--- config.mk ---
export PLATFORM = sky130hd
export DESIGN_NAME = ept_div
export DESIGN_NICKNAME = d
export VERILOG_FILES = /design/src/ept_pkg.sv /design/src/ept_div.sv
export SDC_FILE = /design/constraint.sdc
export NUM_CORES = 1
export LEC_CHECK = 0
export BUFFER_PORTS_ARGS = -buffer_cell sky130_fd_sc_hd__buf_2
export CELL_PAD_IN_SITES_DETAIL_PLACEMENT = 0
export CELL_PAD_IN_SITES_GLOBAL_PLACEMENT = 1
export CORE_MARGIN = 1
export CORE_UTILIZATION = 35
export DETAILED_ROUTE_END_ITERATION = 16
export MAX_ROUTING_LAYER = met4
export PLACE_DENSITY_LB_ADDON = 0.2
export SLEW_MARGIN = 40
export SYNTH_ARGS = -nofsm -noshare
export SYNTH_HDL_FRONTEND = slang
export SYNTH_SLANG_ARGS = --single-unit
--- constraint.sdc ---
create_clock -name clk -period 3.1 [get_ports clk]
set_input_delay 0.31 -clock clk [delete_from_list [all_inputs] [get_ports clk]]
set_output_delay 0.31 -clock clk [all_outputs]
set_load 0.01 [all_outputs]
--- src/ept_pkg.sv ---
// Shared constants, codes and types for the envelope-triggered pitch shifter.
package ept_pkg;

    localparam int DELAY_DEPTH = 8192;
    localparam int DELAY_AW    = $clog2(DELAY_DEPTH);
    localparam int BASE_DELAY  = 64;
    localparam int WIN_DEPTH   = 1024;
    localparam int WIN_AW      = $clog2(WIN_DEPTH);
    localparam int WIN_W       = 17;

    localparam int SAMPLE_W  = 16;
    localparam int RATIO_W   = 17;
    localparam int COEF_W    = 16;
    localparam int GRAIN_W   = 13;
    localparam int PHASE_W   = 32;
    localparam int CFG_W     = 17;
    localparam int CFG_IDX_W = 3;

    localparam int GRAIN_MIN  = 64;
    localparam int GRAIN_MAX  = 4096;
    localparam int RATIO_UNIT = 16384;

    localparam int DIV_NUM_W = 35;
    localparam int DIV_DEN_W = GRAIN_W;

    typedef enum logic [CFG_IDX_W-1:0] {
        REG_ENABLE,
        REG_TARGET_RATIO,
        REG_TRIGGER_LEVEL,
        REG_ENVELOPE_RELEASE,
        REG_GLIDE_ATTACK,
        REG_GLIDE_RELEASE,
        REG_GRAIN_LENGTH
    } cfg_reg_t;

    typedef enum logic [4:0] {
        ST_CLEAR,
        ST_IDLE,
        ST_ENV_MUL,
        ST_ENV_SUM,
        ST_RAT_MUL,
        ST_RAT_SUM,
        ST_DIV_START,
        ST_TAP_POS,
        ST_TAP_ADDR,
        ST_TAP_READ,
        ST_HERM_A,
        ST_HERM_B,
        ST_HERM_C,
        ST_HERM_D,
        ST_ACCUM,
        ST_FINISH,
        ST_DONE
    } state_t;

    typedef struct packed {
        logic                 start;
        logic [DIV_NUM_W-1:0] dividend;
        logic [DIV_DEN_W-1:0] divisor;
    } div_req_t;

    typedef struct packed {
        logic                 done;
        logic [DIV_NUM_W-1:0] quotient;
    } div_rsp_t;

endpackage

--- src/ept_div.sv ---
// Restoring unsigned divider, one quotient bit per cycle.
module ept_div import ept_pkg::*; (
    input  logic     clk,
    input  logic     rst_n,
    input  div_req_t req,
    output div_rsp_t rsp
);
    localparam int CNT_W = $clog2(DIV_NUM_W + 1);

    logic                 busy_reg, busy_next;
    logic                 done_reg, done_next;
    logic [CNT_W-1:0]     cnt_reg, cnt_next;
    logic [DIV_NUM_W-1:0] num_reg, num_next;
    logic [DIV_DEN_W-1:0] rem_reg, rem_next;
    logic [DIV_DEN_W-1:0] den_reg, den_next;
    logic [DIV_DEN_W:0]   trial;

    always_comb
    begin
        busy_next = busy_reg;
        done_next = done_reg;
        cnt_next  = cnt_reg;
        num_next  = num_reg;
        rem_next  = rem_reg;
        den_next  = den_reg;
        trial     = {rem_reg, num_reg[DIV_NUM_W-1]};
        if (req.start)
        begin
            busy_next = 1'b1;
            done_next = 1'b0;
            cnt_next  = '0;
            num_next  = req.dividend;
            rem_next  = '0;
            den_next  = req.divisor;
        end
        else if (busy_reg)
        begin
            // trial stays below twice the divisor, so the remainder fits
            if (trial >= {1'b0, den_reg})
            begin
                rem_next = DIV_DEN_W'(trial - {1'b0, den_reg});
                num_next = {num_reg[DIV_NUM_W-2:0], 1'b1};
            end
            else
            begin
                rem_next = trial[DIV_DEN_W-1:0];
                num_next = {num_reg[DIV_NUM_W-2:0], 1'b0};
            end
            cnt_next = cnt_reg + 1'b1;
            if (cnt_reg == CNT_W'(DIV_NUM_W - 1))
            begin
                busy_next = 1'b0;
                done_next = 1'b1;
            end
        end
    end

    always_ff @(posedge clk or negedge rst_n)
    begin
        if (!rst_n)
        begin
            busy_reg <= 1'b0;
            done_reg <= 1'b0;
            cnt_reg  <= '0;
        end
        else
        begin
            busy_reg <= busy_next;
            done_reg <= done_next;
            cnt_reg  <= cnt_next;
        end
    end

    always_ff @(posedge clk)
    begin
        num_reg <= num_next;
        rem_reg <= rem_next;
        den_reg <= den_next;
    end

    assign rsp.done     = done_reg;
    assign rsp.quotient = num_reg;
endmodule

==> results of run 1 <==
-- power by group through the flow --
| stage | logic [mW] | clock network [mW] | registers [mW] |
|---|---|---|---|
| 2_1_floorplan | 0.624 | 0 | 1.23 |
| 3_3_place_gp | 0.845 | 0 | 1.22 |
| 3_5_place_dp | 0.846 | 0 | 1.22 |
| 4_1_cts | 0.852 | 0.933 | 1.20 |
| 5_1_grt | 0.944 | 0.966 | 1.22 |
| 6_report | 0.843 | 0.894 | 1.20 |
-- metal layers --
| metal | share of wire (%) | GRT usage [%] |
|---|---|---|
| met5 | 0 | - |
| met4 | 1.1 | 5.85 |
| met3 | 3.8 | 4.27 |
| met2 | 48 | 23.4 |
| met1 | 47 | 20.0 |
-- synth_stat cells, types with 2 or more instances --
cell,n
o211ai_1,3
o21ai_0,11
xor2_1,4
nor4_1,2
nand3_1,5
or3_1,2
mux2_2,35
a211oi_1,4
ha_1,15
dfrtp_1,8
dfxtp_1,13
buf_4,7
clkbuf_1,4
buf_6,2
a311oi_1,7
a21o_1,6
a32oi_1,3
nor2b_1,3
nand4_1,3
a21oi_1,17
xnor2_1,7
edfxtp_1,48
nand2_1,25
nor2_1,21
nor3_1,3
inv_1,22
-- placed cells by master (no fill, tap or decap), drive strengths merged, types with 5 or more instances in the layout --
| cell type | n |
|---|---|
| edfxtp | 48 |
| inv | 23 |
| buf | 91 |
| o21ai | 12 |
| a311oi | 8 |
| dfxtp | 13 |
| ha | 15 |
| xnor2 | 7 |
| mux2 | 35 |
| dfrtp | 8 |
| nand3 | 5 |
| a21o | 7 |
| clkbuf | 9 |
| a21oi | 17 |
| nor2 | 22 |
| nand2 | 25 |
-- critical path, stage by stage (launching register included) --
cell and delay, ns:
edfxtp_1 0.41, inv_1 0.08, ha_1 0.16, inv_1 0.05, fa_1 0.41, a21oi_1 0.14, o22ai_1 0.11, o31ai_1 0.26
nand2_1 0.33, mux2_2 0.37
-- what timing repair did --
action | in CTS | in global routing
hold endpoints to repair | 8 | 0
hold buffers | 1 | 0
setup endpoints to repair | 0 | 0
buffers inserted | 0 | 0
-- kinds of logic after synthesis --
kind of cell,after synthesis
and+or+nand+nor,69
buffers and inverters,36
AOI/OAI and AO/OA,67
xor gates and xnor gates,11
DFF,69
muxes,35
adders and majority gates,16
-- final cells by class --
class                   count  area [um2]  share of cell area, %
multi-input cells         198        1480                   33.9
flip-flops and latches     69        1900                   43.7
well taps                 133         166                   3.82
repair buffers             92         478                   11.0
clock inverters             7         123                   2.82
clock buffers               9         124                   2.85
inverters                  22        82.6                   1.90
-- worst max path at each step --
stage / cells after the start / slack, ns / from / end
final: 9 / 0.54 / num_reg[34]$_DFFE_PP_ / num_reg[0]$_DFFE_PP_
after global routing: 9 / 0.36 / num_reg[34]$_DFFE_PP_ / num_reg[0]$_DFFE_PP_
after CTS: 9 / 0.52 / num_reg[34]$_DFFE_PP_ / num_reg[0]$_DFFE_PP_
after detailed placement: 9 / 0.54 / num_reg[34]$_DFFE_PP_ / num_reg[0]$_DFFE_PP_
after global placement: 9 / 0.62 / num_reg[34]$_DFFE_PP_ / num_reg[0]$_DFFE_PP_
after floorplan: 10 / 0.76 / num_reg[34]$_DFFE_PP_ / num_reg[0]$_DFFE_PP_
==> flow_metrics.py, run 1 <==
metrics = {
    "floorplanning": {
        "fp.dieW_um": 103,
        "pin_count": 87,
        "core-area_um2": 9820,
        "start_util_pct": 36.2,
        "rows": 36,
        "die_h_um": 103,
        "die_area_um2": 10600,
    },
    "setup_path": {
        "crit-reg2reg-launch": "num_reg[34]$_DFFE_PP_",
        "start_kind": "flop",
        "crit_path_end_kind": "flop",
        "critPathArrivalTime_ns": 2.66,
        "r2r-end": "num_reg[0]$_DFFE_PP_",
        "required_ns": 3.20,
        "critPathKind": "flop to flop",
        "reg2regPathDepth": 9,
        "reg2reg_slack_ns": 0.54,
        "crit_path_max_fanout": 11,
    },
    "layout": {
        "drive_gt1_share_pct": 37.3,
        "n_fill_cell": 983,
        "post-route-util_pct": 44.3,
        "diodes": 0,
        "final_area_um2": 4350,
        "fin_cells": 530,
        "largest_reg_flops": 35,
        "area_delta_synth_final_pct": 22.4,
        "nets": 459,
    },
    "route": {
        "ant_nets": 0,
        "first_pass_iters": 4,
        "drtIter0Drc": 154,
        "post_drt_wl_per_cell_um": 14.6,
        "via_per_inst": 4.83,
        "drc": 0,
        "vias": 2562,
        "wl_mm": 7.75,
    },
    "timing": {
        "final-max-slew-violation-count": 0,
        "setup_tns_ns": 0,
        "grt_setup_unrepaired": "no",
        "fin_crit_ns": 2.56,
        "setup_viol": 0,
        "tightest_slew_ns": 0.467,
        "layout_setup_ws_ns": 0.538,
        "relSlewSlack_pct": 68.8,
        "skew_ns": 0.00686,
        "fin_crit_sh_pct": 82.7,
        "hold_viol_final": 0,
        "whs_ns": 0.137,
        "fmax_mhz": 390,
    },
    "placed_design": {
        "gp_congestion": 0.827,
        "place_inst": 513,
        "io_buffer_count": 86,
        "post-place-ws_ns": 0.545,
        "place_area_um2": 4100,
        "hpwl_mm": 5.65,
    },
    "synth": {
        "yosysTopAreaCell": "edfxtp_1",
        "ys.flop_type": "edfxtp_1",
        "yosysUniqueCellTypes": 49,
        "synthAdderAreaFrac_pct": 5.84,
        "synth-warning-count": 0,
        "synth_top_family_by_area": "compound AO/OA/AOI/OAI gates",
        "synth_seq_cells": 69,
        "synth_mux_area_share_pct": 11.1,
        "synth-edff-count": 48,
        "synthArstFlopShare_pct": 11.6,
        "avgSynthCellArea_um2": 11.7,
        "yosysSeqAreaShare_pct": 53.5,
        "synth_xor_area_share_pct": 2.71,
        "syn_inst": 303,
        "synth_compound_area_share_pct": 12.9,
        "synth.net_count": 370,
        "synth_top_area_share_pct": 40.5,
        "netlist_area_um2": 3560,
        "yosys-top-cells-area": "edfxtp_1, mux2_2, dfxtp_1, dfrtp_1, ha_1",
        "yosys.area_share.simple_pct": 8.94,
    },
    "clocking": {
        "cts.sinks": 69,
        "tritoncts": "done",
        "cts_max_level": 3,
        "cts_root_buffer": "clkbuf_8",
        "cts_made_buffers": 9,
        "clk_pin_slew_ns": 0.08,
        "clkLatencyLatePin_ns": 0.34,
        "ctsResizeCount": 0,
        "clk_path_buf_depth": 2,
    },
    "pwr": {
        "p_sw_uw": 909,
        "leakage_nw": 1.88,
        "seqPwrFrac_pct": 40.9,
        "power_mw": 2.94,
        "vdd_drop_max_mv": 0.338,
        "clock_power_share_pct": 30.4,
        "sw_frac_of_total_pct": 30.9,
        "p_int_mw": 2.03,
        "cellPowerDensity_nw_per_um2": 675,
        "combPwrFrac_pct": 28.7,
    },
    "global_route": {
        "grt_pass1_wl_mm": 11.9,
        "grt_pass1_vias": 2413,
        "antenna_found_initial": 0,
        "grt_max_degree": 36,
        "grt.overflow.total": 0,
        "grt_use_total_pct": 15.6,
    },
    "worst_hold_path": {
        "hp-start": "req[9]",
        "hold_depth": 1,
        "hold_path_end": "den_reg[9]$_DFFE_PP_",
        "hold_path.class": "input port to flop",
    },
    "outcome": {
        "status": "finished clean",
    },
    "run": {
        "drv_cap": 0,
    },
}
Note: power is estimated with default switching activity, not from simulation.
==> inputs of run 2 (changes only) <==
==> constraint.sdc (replaced) <==
create_clock -name clk -period 2.3 [get_ports clk]
set_input_delay 0.23 -clock clk [delete_from_list [all_inputs] [get_ports clk]]
set_output_delay 0.23 -clock clk [all_outputs]
set_load 0.01 [all_outputs]
==> flow_metrics.py, run 2 (synthesis gave the netlist of run 1 again) <==
metrics = {
    "layout": {
        "post-route-util_pct": 46.2,
        "final_common_cell": "buf_2",
        "diodes": 0,
        "drive_gt1_share_pct": 43.5,
        "final_cell_mix": "buf_2, edfxtp_1, mux2_2",
        "area_delta_synth_final_pct": 27.6,
        "largest_reg_flops": 35,
        "nets": 483,
        "n_fill_cell": 983,
    },
    "pwr": {
        "p_sw_mw": 1.33,
        "p_int_mw": 2.61,
        "combPwrFrac_pct": 36.0,
        "sw_frac_of_total_pct": 33.8,
        "seqPwrFrac_pct": 41.3,
        "leakage_nw": 1.97,
        "vdd_drop_max_mv": 0.308,
        "clock_power_share_pct": 22.8,
        "power_mw": 3.93,
        "cellPowerDensity_nw_per_um2": 867,
    },
    "global_route": {
        "grt_pass1_vias": 2612,
        "grt_use_total_pct": 16.3,
        "grt_pass1_wl_mm": 12.7,
        "grt.overflow.total": 0,
        "grt_max_degree": 35,
        "antenna_found_initial": 0,
    },
    "route": {
        "drc": 0,
        "first_pass_iters": 4,
        "via_per_inst": 4.82,
        "ant_nets": 0,
        "vias": 2668,
        "wl_mm": 7.94,
        "drtIter0Drc": 73,
        "post_drt_wl_per_cell_um": 14.3,
    },
    "timing": {
        "setup_viol": 0,
        "relSlewSlack_pct": 70.8,
        "fin_crit_ns": 2.29,
        "hold_viol_final": 0,
        "fin_crit_sh_pct": 99.7,
        "tightest_slew_ns": 0.434,
        "fmax_mhz": 436,
        "skew_ns": 0.00677,
        "grt_setup_unrepaired": "yes",
        "final-max-slew-violation-count": 0,
    },
    "clocking": {
        "cts.sinks": 69,
        "cts_made_buffers": 9,
        "tritoncts": "done",
        "cts_max_level": 3,
        "clk_pin_slew_ns": 0.08,
        "clkLatencyLatePin_ns": 0.34,
        "cts_root_buffer": "clkbuf_8",
        "clk_path_buf_depth": 2,
    },
    "floorplanning": {
        "core-area_um2": 9820,
        "fp.dieW_um": 103,
        "start_util_pct": 36.2,
        "rows": 36,
        "die_area_um2": 10600,
        "pin_count": 87,
        "die_h_um": 103,
    },
    "setup_path": {
        "critPathKind": "flop to flop",
        "cp_num_buf_inv": 3,
        "crit_path_end_kind": "flop",
        "critPathArrivalTime_ns": 2.52,
        "required_ns": 2.53,
        "start_kind": "flop",
        "crit_path_max_fanout": 8,
        "worstPathCellList": "inv_1 > ha_2 > inv_2 > fa_2 > a21oi_2 > o22ai_2 > o31a_1 > nor2_4 > buf_12 > nand2_1 > a311oi_1",
        "crit_path_top_delay_cell": "edfxtp_1",
        "crit_family": "compound AO/OA/AOI/OAI gates",
        "slowest_delay_ns": 0.38,
    },
    "run": {
        "drv_cap": 0,
    },
    "worst_hold_path": {
        "hold_path.class": "input port to flop",
    },
    "placed_design": {
        "gp_congestion": 0.824,
        "hpwl_mm": 5.85,
        "io_buffer_count": 86,
    },
    "outcome": {
        "status": "finished clean",
    },
}
[run 2: layout make-up]
cell class              instances  area, um2  area share [%]
flip-flops and latches         69       1900            41.9
clock inverters                 6       47.5            1.05
clock buffers                  10        128            2.81
inverters                      22       82.6            1.82
well taps                     133        166            3.67
repair buffers                116        683            15.1
multi-input cells             198       1530            33.7
[run 2: metal layers]
metal	routed length, um	global-route usage (%)	vias up
met5	0	-	-
met4	89	5.20	0
met3	215	4.34	8
met2	3770	24.5	51
met1	3870	21.4	1258
li1	-	-	1351
[run 2: metrics by stage]
step                setup TNS, ns  cell area, um2  std cells  hold WS (ns)  setup WS [ns]
detailed placement         -0.274            4250        532        0.0822        -0.0584
global placement                0            4250        532        0.0837        0.00662
global route               -0.545            4540        554        0.0254         -0.117
floorplan                -0.00238            3560        303       -0.0656       -0.00238
CTS                      -0.00778            4490        553        0.0374       -0.00778
finish                          0            4540        554        0.0608        0.00722
[run 2: worst paths after layout]
kind | startpoint | end | slack [ns] | depth (start not counted)
worst max-delay path | num_reg[34]$_DFFE_PP_ | rem_reg[7]$_SDFFE_PP0P_ | 0.007 | 11
worst min-delay path | req[8] | den_reg[8]$_DFFE_PP_ | 0.06 | 1
worst max register to register | num_reg[34]$_DFFE_PP_ | rem_reg[7]$_SDFFE_PP0P_ | 0.007 | 11
worst min register to register | rem_reg[2]$_SDFFE_PP0P_ | rem_reg[2]$_SDFFE_PP0P_ | 0.50 | 2
max in group asynchronous | rst_n | cnt_reg[2]$_DFFE_PN0P_ | 1.88 | 2
min in group asynchronous | rst_n | cnt_reg[1]$_DFFE_PN0P_ | 0.26 | 2
[run 2: power groups by stage]
stage	clock network [mW]	logic, mW	registers, mW
finish	0.895	1.41	1.62
global placement	0	1.28	1.65
CTS	0.939	1.38	1.62
detailed placement	0	1.28	1.65
global route	0.995	1.57	1.65
floorplan	0	0.849	1.66
[run 2: timing repair]
action,in CTS,in global routing
setup buffers,4,1
endpoints found under the hold margin,8,0
setup endpoints to repair,11,14
pin swaps,2,3
hold buffers,1,0
resized for setup,3,10
==> inputs of run 3 (changes only) <==
==> constraint.sdc (replaced) <==
create_clock -name clk -period 2.3 [get_ports clk]
set_input_delay 0.575 -clock clk [delete_from_list [all_inputs] [get_ports clk]]
set_output_delay 0.575 -clock clk [all_outputs]
set_load 0.01 [all_outputs]
==> flow_metrics.py, run 3 (synthesis gave the netlist of run 1 again) <==
metrics = {
    "timing": {
        "fmax_mhz": 432,
        "setup_tns_ns": -0.0200,
        "grt_setup_unrepaired": "yes",
        "fin_crit_sh_pct": 101,
        "skew_ns": 0.00771,
        "fin_crit_ns": 2.31,
        "final-max-slew-violation-count": 0,
        "hold_viol_final": 0,
        "setup_viol": 5,
        "relSlewSlack_pct": 65.5,
        "tightest_slew_ns": 0.512,
        "layout_setup_ws_ns": -0.0140,
    },
    "setup_path": {
        "crit_path_frequent_cell": "inv_2",
        "slowest_delay_ns": 0.40,
        "reg2regPathDepth": 11,
        "cp_num_buf_inv": 3,
        "critPathArrivalTime_ns": 2.57,
        "start_kind": "flop",
        "crit_path_top_delay_cell": "edfxtp_1",
        "reg2reg_slack_ns": -0.01,
        "crit_family": "compound AO/OA/AOI/OAI gates",
        "crit_path_max_fanout": 8,
        "required_ns": 2.56,
        "r2r-end": "rem_reg[8]$_SDFFE_PP0P_",
        "crit-reg2reg-launch": "num_reg[34]$_DFFE_PP_",
        "crit_path_end_kind": "flop",
        "worstPathCellList": "inv_2 > ha_4 > inv_2 > fa_2 > a21oi_2 > o22ai_2 > o31a_1 > nor2_4 > buf_12 > nand2_1 > a311oi_2",
        "critPathKind": "flop to flop",
    },
    "outcome": {
        "status": "finished, violations left",
        "violations": "negative setup slack",
    },
    "placed_design": {
        "gp_congestion": 0.883,
        "place_area_um2": 4250,
        "io_buffer_count": 86,
        "hpwl_mm": 5.86,
        "post-place-ws_ns": -0.0250,
        "place_inst": 530,
    },
    "layout": {
        "final_cell_mix": "buf_2, edfxtp_1, mux2_2",
        "drive_gt1_share_pct": 43.5,
        "diodes": 0,
        "fin_cells": 547,
        "n_fill_cell": 975,
        "nets": 477,
        "final_area_um2": 4560,
        "largest_reg_flops": 35,
        "area_delta_synth_final_pct": 28.3,
        "final_common_cell": "buf_2",
    },
    "route": {
        "first_pass_iters": 4,
        "drtIter0Drc": 139,
        "drc": 0,
        "post_drt_wl_per_cell_um": 14.8,
        "vias": 2701,
        "ant_nets": 0,
        "via_per_inst": 4.94,
        "wl_mm": 8.10,
    },
    "clocking": {
        "clkLatencyLatePin_ns": 0.34,
        "clk_path_buf_depth": 2,
        "cts_made_buffers": 9,
        "cts.sinks": 69,
        "cts_max_level": 3,
        "tritoncts": "done",
        "cts_root_buffer": "clkbuf_8",
        "clk_pin_slew_ns": 0.08,
    },
    "pwr": {
        "leakage_nw": 1.98,
        "cellPowerDensity_nw_per_um2": 906,
        "vdd_drop_max_mv": 0.331,
    },
    "floorplanning": {
        "core-area_um2": 9820,
        "start_util_pct": 36.2,
        "die_area_um2": 10600,
        "rows": 36,
        "pin_count": 87,
        "fp.dieW_um": 103,
        "die_h_um": 103,
    },
    "global_route": {
        "grtUsageMet1_pct": 22.2,
        "grt_pass1_wl_mm": 12.4,
        "grt_use_total_pct": 16.0,
        "grt.overflow.total": 0,
        "grt_max_degree": 42,
        "grt_use_met3_pct": 3.25,
        "top_usage_layer": "met2",
        "use_met2_pct": 22.6,
        "grt_pass1_vias": 2498,
        "antenna_found_initial": 0,
    },
    "run": {
        "drv_cap": 0,
    },
    "worst_hold_path": {
        "hold_path.class": "input port to asynchronous set/reset pin",
    },
}
==> run 3: changes by cell type in the layout (fill, tap and decap cells not counted), moves of 2 or more <==
cell	before	now
clkinvlp_4	4	2
a311oi_1	6	4
inv_6	2	0
a311oi_2	2	4
bufinv_16	0	2
buf_4	27	21
==> run 3: area by class of cell <==
| class | instances | area [um2] | area share, % |
|---|---|---|---|
| Clock buffer | 9 | 124 | 2.71 |
| Clock inverter | 6 | 88.8 | 1.95 |
| Inverter | 22 | 82.6 | 1.81 |
| Multi-Input combinational cell | 198 | 1550 | 34.0 |
| Sequential cell | 69 | 1900 | 41.7 |
| Tap cell | 133 | 166 | 3.65 |
| Timing Repair Buffer | 110 | 648 | 14.2 |
==> run 3: worst register-to-register path, delay by kind of cell, from the launching register on <==
family	cells	cell delay [ns]
DFF	1	0.40
adders and majority gates	2	0.53
and+or+nand+nor	2	0.23
AOI/OAI and AO/OA	4	0.83
buffers and inverters	3	0.26
==> run 3: how the worst max path moves through the flow <==
stage | startpoint | end | depth (start not counted)
6_report | num_reg[34]$_DFFE_PP_ | rem_reg[8]$_SDFFE_PP0P_ | 11
5_1_grt | num_reg[34]$_DFFE_PP_ | rem_reg[8]$_SDFFE_PP0P_ | 11
4_1_cts | num_reg[34]$_DFFE_PP_ | rem_reg[12]$_SDFFE_PP0P_ | 10
3_5_place_dp | num_reg[34]$_DFFE_PP_ | rem_reg[12]$_SDFFE_PP0P_ | 10
3_3_place_gp | num_reg[34]$_DFFE_PP_ | rem_reg[12]$_SDFFE_PP0P_ | 10
2_1_floorplan | num_reg[34]$_DFFE_PP_ | num_reg[0]$_DFFE_PP_ | 10
==> run 3: where the power goes <==
part           total (mW)  leakage [nW]  switching (mW)  internal [mW]
registers            1.62         0.709           0.115           1.51
clock network        1.09         0.101           0.487          0.604
logic                1.42          1.17           0.733          0.687
==> run 3: stage by stage <==
step / power [mW] / hold slack [ns] / util (%)
3_5_place_dp: 2.93 / 0.433 / 43.3
3_3_place_gp: 2.92 / 0.430 / 43.3
5_1_grt: 4.37 / 0.0597 / 46.5
6_report: 4.14 / 0.0619 / 46.5
4_1_cts: 4.10 / 0.0533 / 45.8
2_1_floorplan: 2.51 / 0.279 / -
==> run 3: metal layers <==
layer | up-vias | routed length (um)
met2 | 60 | 3750
li1 | 1340 | -
met3 | 13 | 272
met4 | 0 | 146
met5 | - | 0
met1 | 1288 | 3930
==> run 3: timing repair <==
| item | 4_1_cts | 5_1_grt |
|---|---|---|
| setup endpoints to repair | 4 | 14 |
| resized for setup | 1 | 15 |
| buffers inserted | 2 | 0 |
| hold buffers | 0 | 0 |
| pin swaps | 1 | 14 |
